File: src/rtl/core/bfpg_pkg.sv
// Package for the Barnsley fern point generator.
// Holds the sequencer states, map codes, command struct and fixed constants.
// No dependencies.
`default_nettype none

package bfpg_pkg;

   // Sequencer states of the controller.
   typedef enum logic [2:0] {
      ST_IDLE,
      ST_MULT,
      ST_ACCUM,
      ST_SCALE,
      ST_EMIT
   } state_type;

   // The four affine maps of the fern.
   typedef enum logic [1:0] {
      MAP_STEM,
      MAP_LEAF,
      MAP_LEFT,
      MAP_RIGHT
   } map_type;

   // Commands from the controller to the datapath.
   typedef struct packed {
      logic take_item;
      logic mult;
      logic accum;
      logic scale;
      logic load_out;
   } cmd_type;

   // Map selection thresholds on the random word (fractions 0.01, 0.86, 0.93).
   localparam logic [15:0] SEL_STEM = 16'd656;
   localparam logic [15:0] SEL_LEAF = 16'd56361;
   localparam logic [15:0] SEL_LEFT = 16'd60949;

   // Configuration register indexes and widths; unused indexes are ignored.
   localparam int CSR_ADDR_BITS = 2;
   localparam int CSR_DATA_BITS = 8;
   localparam logic [CSR_ADDR_BITS-1:0] CSR_PIXEL_SCALE = 2'd0;
   localparam logic [CSR_ADDR_BITS-1:0] CSR_X_OFFSET    = 2'd1;

   localparam int SCALE_BITS  = 8;
   localparam int OFFSET_BITS = 4;
   localparam logic [SCALE_BITS-1:0]  SCALE_RESET  = 8'd50;
   localparam logic [OFFSET_BITS-1:0] OFFSET_RESET = 4'd5;

   localparam int WORD_BITS  = 16;
   localparam int COLOR_BITS = 8;

   // Color base values.
   localparam logic [COLOR_BITS-1:0] RED_BASE   = 8'd250;
   localparam logic [COLOR_BITS-1:0] GREEN_BASE = 8'd50;
   localparam logic [COLOR_BITS-1:0] BLUE_BASE  = 8'd50;

endpackage

`default_nettype wire

File: src/rtl/core/bfpg_ctrl.sv
// Controller of the fern point generator: sequences one point update per item
// and owns the result valid flag. Depends on bfpg_pkg.
`default_nettype none

module bfpg_ctrl
   import bfpg_pkg::*;
(
   input  wire logic    clock,
   input  wire logic    reset,
   input  wire logic    req_tvalid,
   output logic         req_tready,
   output logic         rsp_tvalid,
   input  wire logic    rsp_tready,
   output cmd_type      cmd
);

   state_type state_ff, state_in;
   logic      out_valid_ff, out_valid_in;
   logic      out_free;

   // The output register can take a new beat when empty or being drained.
   assign out_free = !out_valid_ff || rsp_tready;

   // Next state.
   always_comb begin
      state_in = state_ff;
      unique case (state_ff)
         ST_IDLE:  if (req_tvalid) state_in = ST_MULT;
         ST_MULT:  state_in = ST_ACCUM;
         ST_ACCUM: state_in = ST_SCALE;
         ST_SCALE: state_in = ST_EMIT;
         ST_EMIT:  if (out_free) state_in = ST_IDLE;
         default:  state_in = ST_IDLE;
      endcase
   end

   // Outputs decoded from the state.
   always_comb begin
      cmd        = '0;
      req_tready = 1'b0;
      unique case (state_ff)
         ST_IDLE: begin
            req_tready    = 1'b1;
            cmd.take_item = req_tvalid;
         end
         ST_MULT:  cmd.mult  = 1'b1;
         ST_ACCUM: cmd.accum = 1'b1;
         ST_SCALE: cmd.scale = 1'b1;
         ST_EMIT:  cmd.load_out = out_free;
         default: begin
            cmd        = '0;
            req_tready = 1'b0;
         end
      endcase
   end

   // Result valid flag.
   always_comb begin
      out_valid_in = out_valid_ff;
      if (cmd.load_out) begin
         out_valid_in = 1'b1;
      end else if (rsp_tready) begin
         out_valid_in = 1'b0;
      end
   end

   assign rsp_tvalid = out_valid_ff;

   always_ff @(posedge clock) begin
      if (reset) begin
         state_ff     <= ST_IDLE;
         out_valid_ff <= 1'b0;
      end else begin
         state_ff     <= state_in;
         out_valid_ff <= out_valid_in;
      end
   end

endmodule

`default_nettype wire

File: src/rtl/core/bfpg_datapath.sv
// Datapath of the fern point generator: map selection, affine products,
// point registers, pixel scaling, colors and the result register.
// Depends on bfpg_pkg; driven by commands from bfpg_ctrl.
`default_nettype none

module bfpg_datapath
   import bfpg_pkg::*;
#(
   parameter int FRAC_BITS  = 16,
   parameter int COORD_BITS = 10
) (
   input  wire logic                     clock,
   input  wire logic                     reset,
   input  wire cmd_type                  cmd,
   input  wire logic [WORD_BITS-1:0]     random_word,
   input  wire logic                     csr_wr_en,
   input  wire logic [CSR_ADDR_BITS-1:0] csr_addr,
   input  wire logic [CSR_DATA_BITS-1:0] csr_wdata,
   output logic [COORD_BITS-1:0]         pixel_x,
   output logic [COORD_BITS-1:0]         pixel_y,
   output logic [COLOR_BITS-1:0]         red,
   output logic [COLOR_BITS-1:0]         green,
   output logic [COLOR_BITS-1:0]         blue
);

   localparam int PW     = FRAC_BITS + 8;
   localparam int COEF_W = FRAC_BITS + 2;
   localparam int PROD_W = COEF_W + PW;
   localparam int SUM_W  = PROD_W + 2;
   localparam int QW     = SUM_W - FRAC_BITS;
   localparam int SC_W   = PW + 10;

   // Coefficients: hundredths rounded to FRAC_BITS fraction bits.
   localparam logic signed [COEF_W-1:0] Q4   =
      COEF_W'(((64'd4   << FRAC_BITS) + 64'd50) / 64'd100);
   localparam logic signed [COEF_W-1:0] Q15  =
      COEF_W'(((64'd15  << FRAC_BITS) + 64'd50) / 64'd100);
   localparam logic signed [COEF_W-1:0] Q16  =
      COEF_W'(((64'd16  << FRAC_BITS) + 64'd50) / 64'd100);
   localparam logic signed [COEF_W-1:0] Q20  =
      COEF_W'(((64'd20  << FRAC_BITS) + 64'd50) / 64'd100);
   localparam logic signed [COEF_W-1:0] Q22  =
      COEF_W'(((64'd22  << FRAC_BITS) + 64'd50) / 64'd100);
   localparam logic signed [COEF_W-1:0] Q23  =
      COEF_W'(((64'd23  << FRAC_BITS) + 64'd50) / 64'd100);
   localparam logic signed [COEF_W-1:0] Q24  =
      COEF_W'(((64'd24  << FRAC_BITS) + 64'd50) / 64'd100);
   localparam logic signed [COEF_W-1:0] Q26  =
      COEF_W'(((64'd26  << FRAC_BITS) + 64'd50) / 64'd100);
   localparam logic signed [COEF_W-1:0] Q28  =
      COEF_W'(((64'd28  << FRAC_BITS) + 64'd50) / 64'd100);
   localparam logic signed [COEF_W-1:0] Q44  =
      COEF_W'(((64'd44  << FRAC_BITS) + 64'd50) / 64'd100);
   localparam logic signed [COEF_W-1:0] Q85  =
      COEF_W'(((64'd85  << FRAC_BITS) + 64'd50) / 64'd100);
   localparam logic signed [COEF_W-1:0] Q160 =
      COEF_W'(((64'd160 << FRAC_BITS) + 64'd50) / 64'd100);

   localparam logic signed [SUM_W-1:0] ROUND_HALF = SUM_W'(64'd1 << (FRAC_BITS - 1));
   localparam logic signed [PW-1:0]    POINT_MAX  = {1'b0, {(PW-1){1'b1}}};
   localparam logic signed [PW-1:0]    POINT_MIN  = {1'b1, {(PW-1){1'b0}}};

   // Saturate a rounded sum to the signed point range.
   function automatic logic signed [PW-1:0] sat_point(input logic signed [QW-1:0] v);
      logic all_ones;
      logic all_zeros;
      all_ones  = &v[QW-1:PW-1];
      all_zeros = ~|v[QW-1:PW-1];
      if (all_ones || all_zeros) begin
         return v[PW-1:0];
      end else if (v[QW-1]) begin
         return POINT_MIN;
      end
      return POINT_MAX;
   endfunction

   // Truncate a scaled value to a pixel, clamping below zero and at the top.
   function automatic logic [COORD_BITS-1:0] to_pixel(input logic signed [SC_W-1:0] v);
      if (v[SC_W-1]) begin
         return '0;
      end else if (|v[SC_W-2:FRAC_BITS+COORD_BITS]) begin
         return '1;
      end
      return v[FRAC_BITS+COORD_BITS-1:FRAC_BITS];
   endfunction

   logic [SCALE_BITS-1:0]      scale_ff;
   logic [OFFSET_BITS-1:0]     offset_ff;
   map_type                    map_ff, map_in;
   logic signed [PW-1:0]       point_x_ff, point_y_ff;
   logic signed [PROD_W-1:0]   prod_ax_ff, prod_by_ff, prod_cx_ff, prod_dy_ff;
   logic signed [SC_W-1:0]     scaled_x_ff, scaled_y_ff;
   logic [COORD_BITS-1:0]      px_ff, py_ff;
   logic [COLOR_BITS-1:0]      red_ff, green_ff, blue_ff;

   logic signed [COEF_W-1:0]   coef_a, coef_b, coef_c, coef_d, const_y;
   logic signed [SUM_W-1:0]    sum_x, sum_y;
   logic signed [PW:0]         off_term, x_shifted;
   logic signed [SC_W-1:0]     scale_term;
   logic [COORD_BITS-1:0]      px_in, py_in;
   logic [COORD_BITS-1:0]      py_sh2, py_sh3, py_sh4;

   // Configuration registers.
   always_ff @(posedge clock) begin
      if (reset) begin
         scale_ff  <= SCALE_RESET;
         offset_ff <= OFFSET_RESET;
      end else if (csr_wr_en) begin
         case (csr_addr)
            CSR_PIXEL_SCALE: scale_ff  <= csr_wdata[SCALE_BITS-1:0];
            CSR_X_OFFSET:    offset_ff <= csr_wdata[OFFSET_BITS-1:0];
            default: ;
         endcase
      end
   end

   // Map selection from the random word.
   always_comb begin
      if (random_word < SEL_STEM) begin
         map_in = MAP_STEM;
      end else if (random_word < SEL_LEAF) begin
         map_in = MAP_LEAF;
      end else if (random_word < SEL_LEFT) begin
         map_in = MAP_LEFT;
      end else begin
         map_in = MAP_RIGHT;
      end
   end

   always_ff @(posedge clock) begin
      if (cmd.take_item) begin
         map_ff <= map_in;
      end
   end

   // Coefficients of the selected map.
   always_comb begin
      case (map_ff)
         MAP_STEM: begin
            coef_a = '0;   coef_b = '0;   coef_c = '0;   coef_d = Q16; const_y = '0;
         end
         MAP_LEAF: begin
            coef_a = Q85;  coef_b = Q4;   coef_c = -Q4;  coef_d = Q85; const_y = Q160;
         end
         MAP_LEFT: begin
            coef_a = Q20;  coef_b = -Q26; coef_c = Q23;  coef_d = Q22; const_y = Q160;
         end
         default: begin
            coef_a = -Q15; coef_b = Q28;  coef_c = Q26;  coef_d = Q24; const_y = Q44;
         end
      endcase
   end

   // Four products of the affine map.
   always_ff @(posedge clock) begin
      if (cmd.mult) begin
         prod_ax_ff <= PROD_W'(coef_a) * PROD_W'(point_x_ff);
         prod_by_ff <= PROD_W'(coef_b) * PROD_W'(point_y_ff);
         prod_cx_ff <= PROD_W'(coef_c) * PROD_W'(point_x_ff);
         prod_dy_ff <= PROD_W'(coef_d) * PROD_W'(point_y_ff);
      end
   end

   // Sums with the additive constant and the half-unit rounding term.
   assign sum_x = SUM_W'(prod_ax_ff) + SUM_W'(prod_by_ff) + ROUND_HALF;
   assign sum_y = SUM_W'(prod_cx_ff) + SUM_W'(prod_dy_ff)
                + (SUM_W'(const_y) <<< FRAC_BITS) + ROUND_HALF;

   // Point registers: the new point is the rounded, saturated sum.
   always_ff @(posedge clock) begin
      if (reset) begin
         point_x_ff <= '0;
         point_y_ff <= '0;
      end else if (cmd.accum) begin
         point_x_ff <= sat_point($signed(sum_x[SUM_W-1:FRAC_BITS]));
         point_y_ff <= sat_point($signed(sum_y[SUM_W-1:FRAC_BITS]));
      end
   end

   // Offset x by whole units, then scale both coordinates.
   assign off_term   = $signed({{(PW-3-FRAC_BITS){1'b0}}, offset_ff, {FRAC_BITS{1'b0}}});
   assign x_shifted  = $signed({point_x_ff[PW-1], point_x_ff}) + off_term;
   assign scale_term = $signed(SC_W'({1'b0, scale_ff}));

   always_ff @(posedge clock) begin
      if (cmd.scale) begin
         scaled_x_ff <= SC_W'(x_shifted) * scale_term;
         scaled_y_ff <= SC_W'(point_y_ff) * scale_term;
      end
   end

   // Pixel conversion and colors.
   assign px_in  = to_pixel(scaled_x_ff);
   assign py_in  = to_pixel(scaled_y_ff);
   assign py_sh2 = py_in >> 2;
   assign py_sh3 = py_in >> 3;
   assign py_sh4 = py_in >> 4;

   // Result register.
   always_ff @(posedge clock) begin
      if (cmd.load_out) begin
         px_ff    <= px_in;
         py_ff    <= py_in;
         red_ff   <= RED_BASE   - py_sh3[COLOR_BITS-1:0];
         green_ff <= GREEN_BASE + py_sh2[COLOR_BITS-1:0];
         blue_ff  <= BLUE_BASE  - py_sh4[COLOR_BITS-1:0];
      end
   end

   assign pixel_x = px_ff;
   assign pixel_y = py_ff;
   assign red     = red_ff;
   assign green   = green_ff;
   assign blue    = blue_ff;

endmodule

`default_nettype wire

File: src/rtl/core/barnsley_fern_point_generator.sv
// Barnsley fern point generator, top level.
// A result beat is valid once its item has passed the multiply, accumulate, scale and emit states;
// emit waits while the output register holds an undrained beat. The controller takes no new item
// until it is back in idle, so items do not overlap around the point feedback register.
// Reset is synchronous, active high: point to the origin, scale 50, offset 5, no beat pending.
// Depends on bfpg_pkg, bfpg_ctrl and bfpg_datapath.
`default_nettype none

module barnsley_fern_point_generator
   import bfpg_pkg::*;
#(
   parameter int FRAC_BITS  = 16,
   parameter int COORD_BITS = 10,
   localparam int RSP_BITS  = ((2 * COORD_BITS + 3 * COLOR_BITS + 7) / 8) * 8
) (
   input  wire logic                     clock,
   input  wire logic                     reset,
   // Item beats.
   input  wire logic                     req_tvalid,
   output logic                          req_tready,
   input  wire logic [WORD_BITS-1:0]     req_tdata,   // random_word
   // Result beats.
   output logic                          rsp_tvalid,
   input  wire logic                     rsp_tready,
   output logic [RSP_BITS-1:0]           rsp_tdata,   // pixel_x, pixel_y, red, green, blue
   // Configuration writes.
   input  wire logic                     csr_wr_en,
   input  wire logic [CSR_ADDR_BITS-1:0] csr_addr,
   input  wire logic [CSR_DATA_BITS-1:0] csr_wdata
);

   cmd_type                 cmd;
   logic [COORD_BITS-1:0]   pixel_x, pixel_y;
   logic [COLOR_BITS-1:0]   red, green, blue;

   // Sequencer.
   bfpg_ctrl u_ctrl (
      .clock      (clock),
      .reset      (reset),
      .req_tvalid (req_tvalid),
      .req_tready (req_tready),
      .rsp_tvalid (rsp_tvalid),
      .rsp_tready (rsp_tready),
      .cmd        (cmd)
   );

   // Arithmetic and storage.
   bfpg_datapath #(
      .FRAC_BITS  (FRAC_BITS),
      .COORD_BITS (COORD_BITS)
   ) u_datapath (
      .clock       (clock),
      .reset       (reset),
      .cmd         (cmd),
      .random_word (req_tdata),
      .csr_wr_en   (csr_wr_en),
      .csr_addr    (csr_addr),
      .csr_wdata   (csr_wdata),
      .pixel_x     (pixel_x),
      .pixel_y     (pixel_y),
      .red         (red),
      .green       (green),
      .blue        (blue)
   );

   // Pack the result beat, first field lowest, zero padded to whole bytes.
   assign rsp_tdata = RSP_BITS'({blue, green, red, pixel_y, pixel_x});

endmodule

`default_nettype wire

File: config.mk
export PLATFORM = sky130hd
export DESIGN_NAME = barnsley_fern_point_generator
export DESIGN_NICKNAME = d
export VERILOG_FILES = /design/src/rtl/core/bfpg_pkg.sv /design/src/rtl/core/bfpg_ctrl.sv /design/src/rtl/core/bfpg_datapath.sv /design/src/rtl/core/barnsley_fern_point_generator.sv
export SDC_FILE = /design/constraint.sdc
export NUM_CORES = 2
export LEC_CHECK = 0
export ABC_CLOCK_PERIOD_IN_PS = 24100
export BUFFER_PORTS_ARGS = -buffer_cell sky130_fd_sc_hd__buf_4
export CAP_MARGIN = 40
export CORE_MARGIN = 4
export CORE_UTILIZATION = 40
export DETAILED_ROUTE_END_ITERATION = 10
export PLACE_DENSITY = 0.61
export SYNTH_ARGS = -nofsm -noshare
export SYNTH_HDL_FRONTEND = slang
export SYNTH_SLANG_ARGS = --single-unit
File: constraint.sdc
create_clock -name clock -period 24.1 [get_ports clock]
set_clock_uncertainty 0.05 [all_clocks]
set_input_delay 2.41 -clock clock [delete_from_list [all_inputs] [get_ports clock]]
set_output_delay 2.41 -clock clock [all_outputs]
set_load 0.005 [all_outputs]
======== Word level (Yosys, flattened, before mapping) ========
Cells that the tools add are included.
storage, ports and cells
  output and inout bits ................... 50
  input bits .............................. 31
  register bits ........................... 345
cells by class
  equal/unequal tests ..................... 9
  order comparisons ....................... 3
  multiply operators ...................... 6
  muxes and demuxes ....................... 42
  $add $sub $neg .......................... 9
  reduce and logical (&&, ||, !) cells .... 21
operators by type and width
  kind                      count
  $pmux W18 S3              3
  $mux W24                  6
  $mul A18 B24 Y42          3
  $add A44 B17 Y44 const B  2
  $mux W10                  6
  $pmux W16 S3              1
  $add A44 B34 Y44          1
  $add A42 B41 Y43          1
  $add A42 B42 Y43          1
  $mul A17 B24 Y41          1
  $mul A25 B9 Y34           1
  $pmux W17 S2              1
  $mul A24 B9 Y33           1
  $lt A16 B16 Y1 const B    2
  $add A24 B21 Y25          1
  $mux W1                   22
  $lt A16 B10 Y1 const B    1
  $pmux W3 S5               1
  $reduce_or A7 Y1          2
  $reduce_and A5 Y1         2
  $reduce_or A5 Y1          2
  $add A6 B8 Y8 const A     1
  $sub A8 B7 Y8 const A     1
  $sub A6 B6 Y7 const A     1
  15 further kinds          26

======== Depth between registers and ports, before layout ========
  word-level depth ........................ 12
  gate-level depth with buffers ........... 37

======== Hierarchy ========
From an unflattened synthesis, not the netlist that was laid out.
unflattened totals
  cell total of the unflattened synthesis .. 8253
  area total of the unflattened synthesis .. 80209.4 sq um
by module, submodules not included
  module                         cells an instance  area an instance (sq um)  times used  seq. area each (sq um)
  bfpg_datapath                  8227               79969.2                   1           8498.2
  bfpg_ctrl                      21                 206.4                     1           80.1
  barnsley_fern_point_generator  5                  33.8                      1           0.0

======== Least setup slack after synthesis ========
Ideal clock, no wire load.
  kind .................................... reg-to-reg
  start point ............................. register u_ctrl.state_ff[2]
  end point ............................... register u_datapath.prod_ax_ff[0] (enable)
  setup time .............................. 933 ps
  path slack .............................. 10544 ps
  cell stages (with the launch flop) ...... 3
  path buffers ............................ 1
  data arrival time ....................... 12573 ps
  cell sequence ........................... dfxtp_1 -> clkbuf_1 -> nor3b_1
on the way
  cells in the longest elaborated chain, start to end .. 2
RTL lines
  item                    RTL line              RTL
  start, declared         bfpg_ctrl.sv:17       state_type state_ff, state_in;
  start signal, assigned  bfpg_ctrl.sv:74       state_ff <= state_in;
  $eq A3 B1 Y1            bfpg_ctrl.sv:41       unique case (state_ff)
  $mux W1                 bfpg_ctrl.sv:41
  end signal, assigned    bfpg_datapath.sv:157  prod_ax_ff <= PROD_W'(coef_a) * PROD_W'(point_x_ff);
  end, declared           bfpg_datapath.sv:91   logic signed [PROD_W-1:0] prod_ax_ff, prod_by_ff, prod_cx_ff, prod_dy_ff;
Every way passes these cells.
A chain may end at the register's enable or synchronous reset.

======== Worst setup path after layout ========
  start point ............................. register u_datapath.map_ff[0]
  end point ............................... register u_datapath.prod_ax_ff[40] (data pin)
on the way
  cells in the longest elaborated chain, start to end .. 3
RTL lines
  item                                        RTL line              RTL
  start, declared                             bfpg_datapath.sv:89   map_type map_ff, map_in;
  start signal, assigned                      bfpg_datapath.sv:132  map_ff <= map_in;
  $eq A2 B2 Y1, or another cell as far along  bfpg_datapath.sv:138  case (map_ff)
  $pmux W18 S3 *                              bfpg_datapath.sv:138
  $mul A18 B24 Y42 *                          bfpg_datapath.sv:157
Every way passes the cells marked *; elsewhere a longest branch is shown, timed or not.

==> flow_summary.ini <==
[logic_synthesis]
synth-seq-cells = 307
syn_avg_cell_area_um2 = 9.64
synth_top_area_share_pct = 44.2
synthCells = 8316
ys_warn_count = 0
synth.distinct_cells = 105
syn_area_um2 = 80200
synth_flop_cell = edfxtp_1
synth_area_leaders = fa_1 44%, ha_1 12%, inv_1 11%, edfxtp_1 9.1%, nand2_1 2.6%
synthArstFlopShare_pct = 0
post-synth-top-area-cell = fa_1
ys_seq_area_share_pct = 10.7
synth_edf_count = 243

[worst_setup_path]
cp-end-kind = flop
critPathKind = reg -> reg
crit_required_ps = 24400
slowest_stage = ha_1
start_kind = flop
cp_max_fo = 22
critPathArrivalTime_ps = 10480
critPathMostFrequentCell = fa_1
critPathMaxStageDelay_ps = 770

[route]
wl_per_cell_um = 20.1
routed_wl_mm = 222
vias = 54841
first_pass_iters = 6
via_per_inst = 4.98
wl_met3_mm = 12.5
met2WireLength_mm = 106
drc = 0
wl_met1_mm = 90.0
ant_nets = 0
drt-initial-drc-count = 3672
maxUsedRoutingLayer = met4

[clock_network]
cts.clk_slew.worst_paths_ps = 60
postCtsSetupRepairBufs = 0
cts_buffers = 40
cts_num_sinks = 307
htree_num_levels = 2
clock_latency_ps = 610
cts_resized = 0
hold_buffers = 0
cts_buffer_depth = 3
root_buffer = clkbuf_16
cts_tree = built

[sta]
fmax_ghz = 0.0982
fin_crit_sh_pct = 42.3
drv_slew = 0
holdWs_ps = 471
hold_viol_final = 0
period_minus_slack_ps = 10190
fin_setup_tns_ps = 0
rsz0062_at_grt = no
setup_viol = 0
relSlewSlack_pct = 36.3
worst_pin_slew_ps = 955

[grt]
grt_pass1_vias = 60438
grt_max_degree = 61
grtUsageTotal_pct = 21.9
grt_pass1_wl_mm = 352
antenna_found_initial = 13
grt_overflow = 0

[floorplanning]
num_rows = 164
die_area_um2 = 208000
core_um2 = 200000
die_h_um = 456
start_util_pct = 40.2
io_pins = 81
die_w_um = 456

[pwr]
irDropWorstVdd_uv = 202
power_density_nw_per_um2 = 124
leakage_nw = 45.2

[placed_design]
numPortBuffers = 76
place.gp.congestion = 0.969
dp.cells = 10943
dp_hpwl_mm = 192

[job]
drv_cap = 0

[final_layout]
seqCellArea_um2 = 8580
mostFrequentLayoutCells = 2,452 x inv_1, 1,771 x fa_1, 772 x ha_1
final_common_cell = inv_1
multi_input_area_um2 = 61600
area_delta_synth_final_pct = 6.53
nets = 10907
stdcell_count = 11016
fill_cells = 19341
drive_gt1_share_pct = 4.01

[outcome]
status = complete, no violations

[min_path]
hold_class = reg -> reg
[critical path, delay by kind of cell, from the launching register on]
family | cells | cell delay (ps)
AO/OA/AOI/OAI | 10 | 2490
XOR/XNOR | 1 | 160
adder cells (fa/ha/maj) | 8 | 4190
buffers and inverters | 9 | 1760
flip-flops | 1 | 350
AND/OR/NAND/NOR | 4 | 880
[cells by family after synthesis]
kind of cell,Yosys count,share of synthesized area (%)
buf+inv,2679,12.6
fa+ha+maj,2551,56.4
simple gates,1676,10.1
compound gates,769,6.54
xor+xnor,320,3.50
flops,307,10.7
mux,12,0.153
other cells,2,0.00937
[where the power goes]
group	switching (mW)	internal (mW)
registers	0.104	1.00
logic	5.52	3.39
clock network	0.260	0.343
total	5.89	4.74
[routing by layer]
layer / up-vias / track usage [%]
met5: - / 0
met4: 0 / 10.3
met3: 378 / 2.67
met2: 1627 / 36.8
met1: 27932 / 28.2
li1: 24904 / -
[flip-flops by register name (all words and copies together) (netlist names)]
register / flops
u_ctrl.rsp_tvalid: 1
u_datapath.blue: 7
u_datapath.pixel_x: 10
u_datapath.prod_ax_ff: 42
u_datapath.prod_cx_ff: 42
u_datapath.scaled_x_ff: 18
u_datapath.point_y_ff: 24
u_datapath.prod_by_ff: 42
u_datapath.point_x_ff: 24
u_datapath.pixel_y: 7
u_datapath.scaled_y_ff: 17
u_ctrl.state_ff: 3
u_datapath.scale_ff: 8
u_datapath.green: 8
u_datapath.prod_dy_ff: 41
u_datapath.map_ff: 2
u_datapath.red: 7
u_datapath.offset_ff: 4
[per-stage QoR]
step	instance area, um^2	total power, mW	util [%]	setup WS [ps]
floorplan	80300	7.30	-	10540
global placement	83900	9.94	42.0	13750
detailed placement	84100	10.1	42.1	13920
CTS	85400	10.8	42.8	13910
global route	85400	11.8	42.8	13380
finish	85400	10.6	42.8	13910
[worst paths after layout]
| kind | endpoint | cells past startpoint | start | slack (ps) |
|---|---|---|---|---|
| worst max-delay path | u_datapath.prod_ax_ff[40]$_DFFE_PP_ | 32 | u_datapath.map_ff[0]$_SDFFCE_PP0P_ | 13910 |
| worst min-delay path | u_datapath.pixel_y[1]$_DFFE_PP_ | 1 | u_datapath.scaled_y_ff[17]$_DFFE_PP_ | 470 |
| worst max register to register | u_datapath.prod_ax_ff[40]$_DFFE_PP_ | 32 | u_datapath.map_ff[0]$_SDFFCE_PP0P_ | 13910 |
| worst min register to register | u_datapath.pixel_y[1]$_DFFE_PP_ | 1 | u_datapath.scaled_y_ff[17]$_DFFE_PP_ | 470 |
[final cells by class]
type	instances	area share, %
Clock buffer	51	1.32
Multi-Input combinational cell	5354	72.2
Inverter	2460	10.8
Antenna cell	1	0.00293
Timing Repair Buffer	166	1.57
Sequential cell	307	10.0
Tap cell	2656	3.89
Clock inverter	21	0.204
[Yosys cell counts, drive strengths merged, types with 15 or more instances]
| master | n |
|---|---|
| a211oi | 32 |
| a31o | 16 |
| inv | 2455 |
| nor2 | 363 |
| xnor2 | 227 |
| o21ai | 132 |
| nand3 | 63 |
| a221oi | 20 |
| or3 | 21 |
| a31oi | 26 |
| xor2 | 93 |
| nand2 | 564 |
| fa | 1771 |
| nand4 | 21 |
| o21a | 51 |
| a21oi | 234 |
| o21bai | 34 |
| and3 | 37 |
| nor3 | 97 |
| nor4 | 16 |
| ha | 776 |
| and2 | 313 |
| or2 | 15 |
| dfxtp | 64 |
| o31ai | 16 |
| clkbuf | 181 |
| nand2b | 42 |
| edfxtp | 243 |
| nor2b | 88 |
| a21o | 106 |
| buf | 38 |
Power figures use the tool's default switching activity.
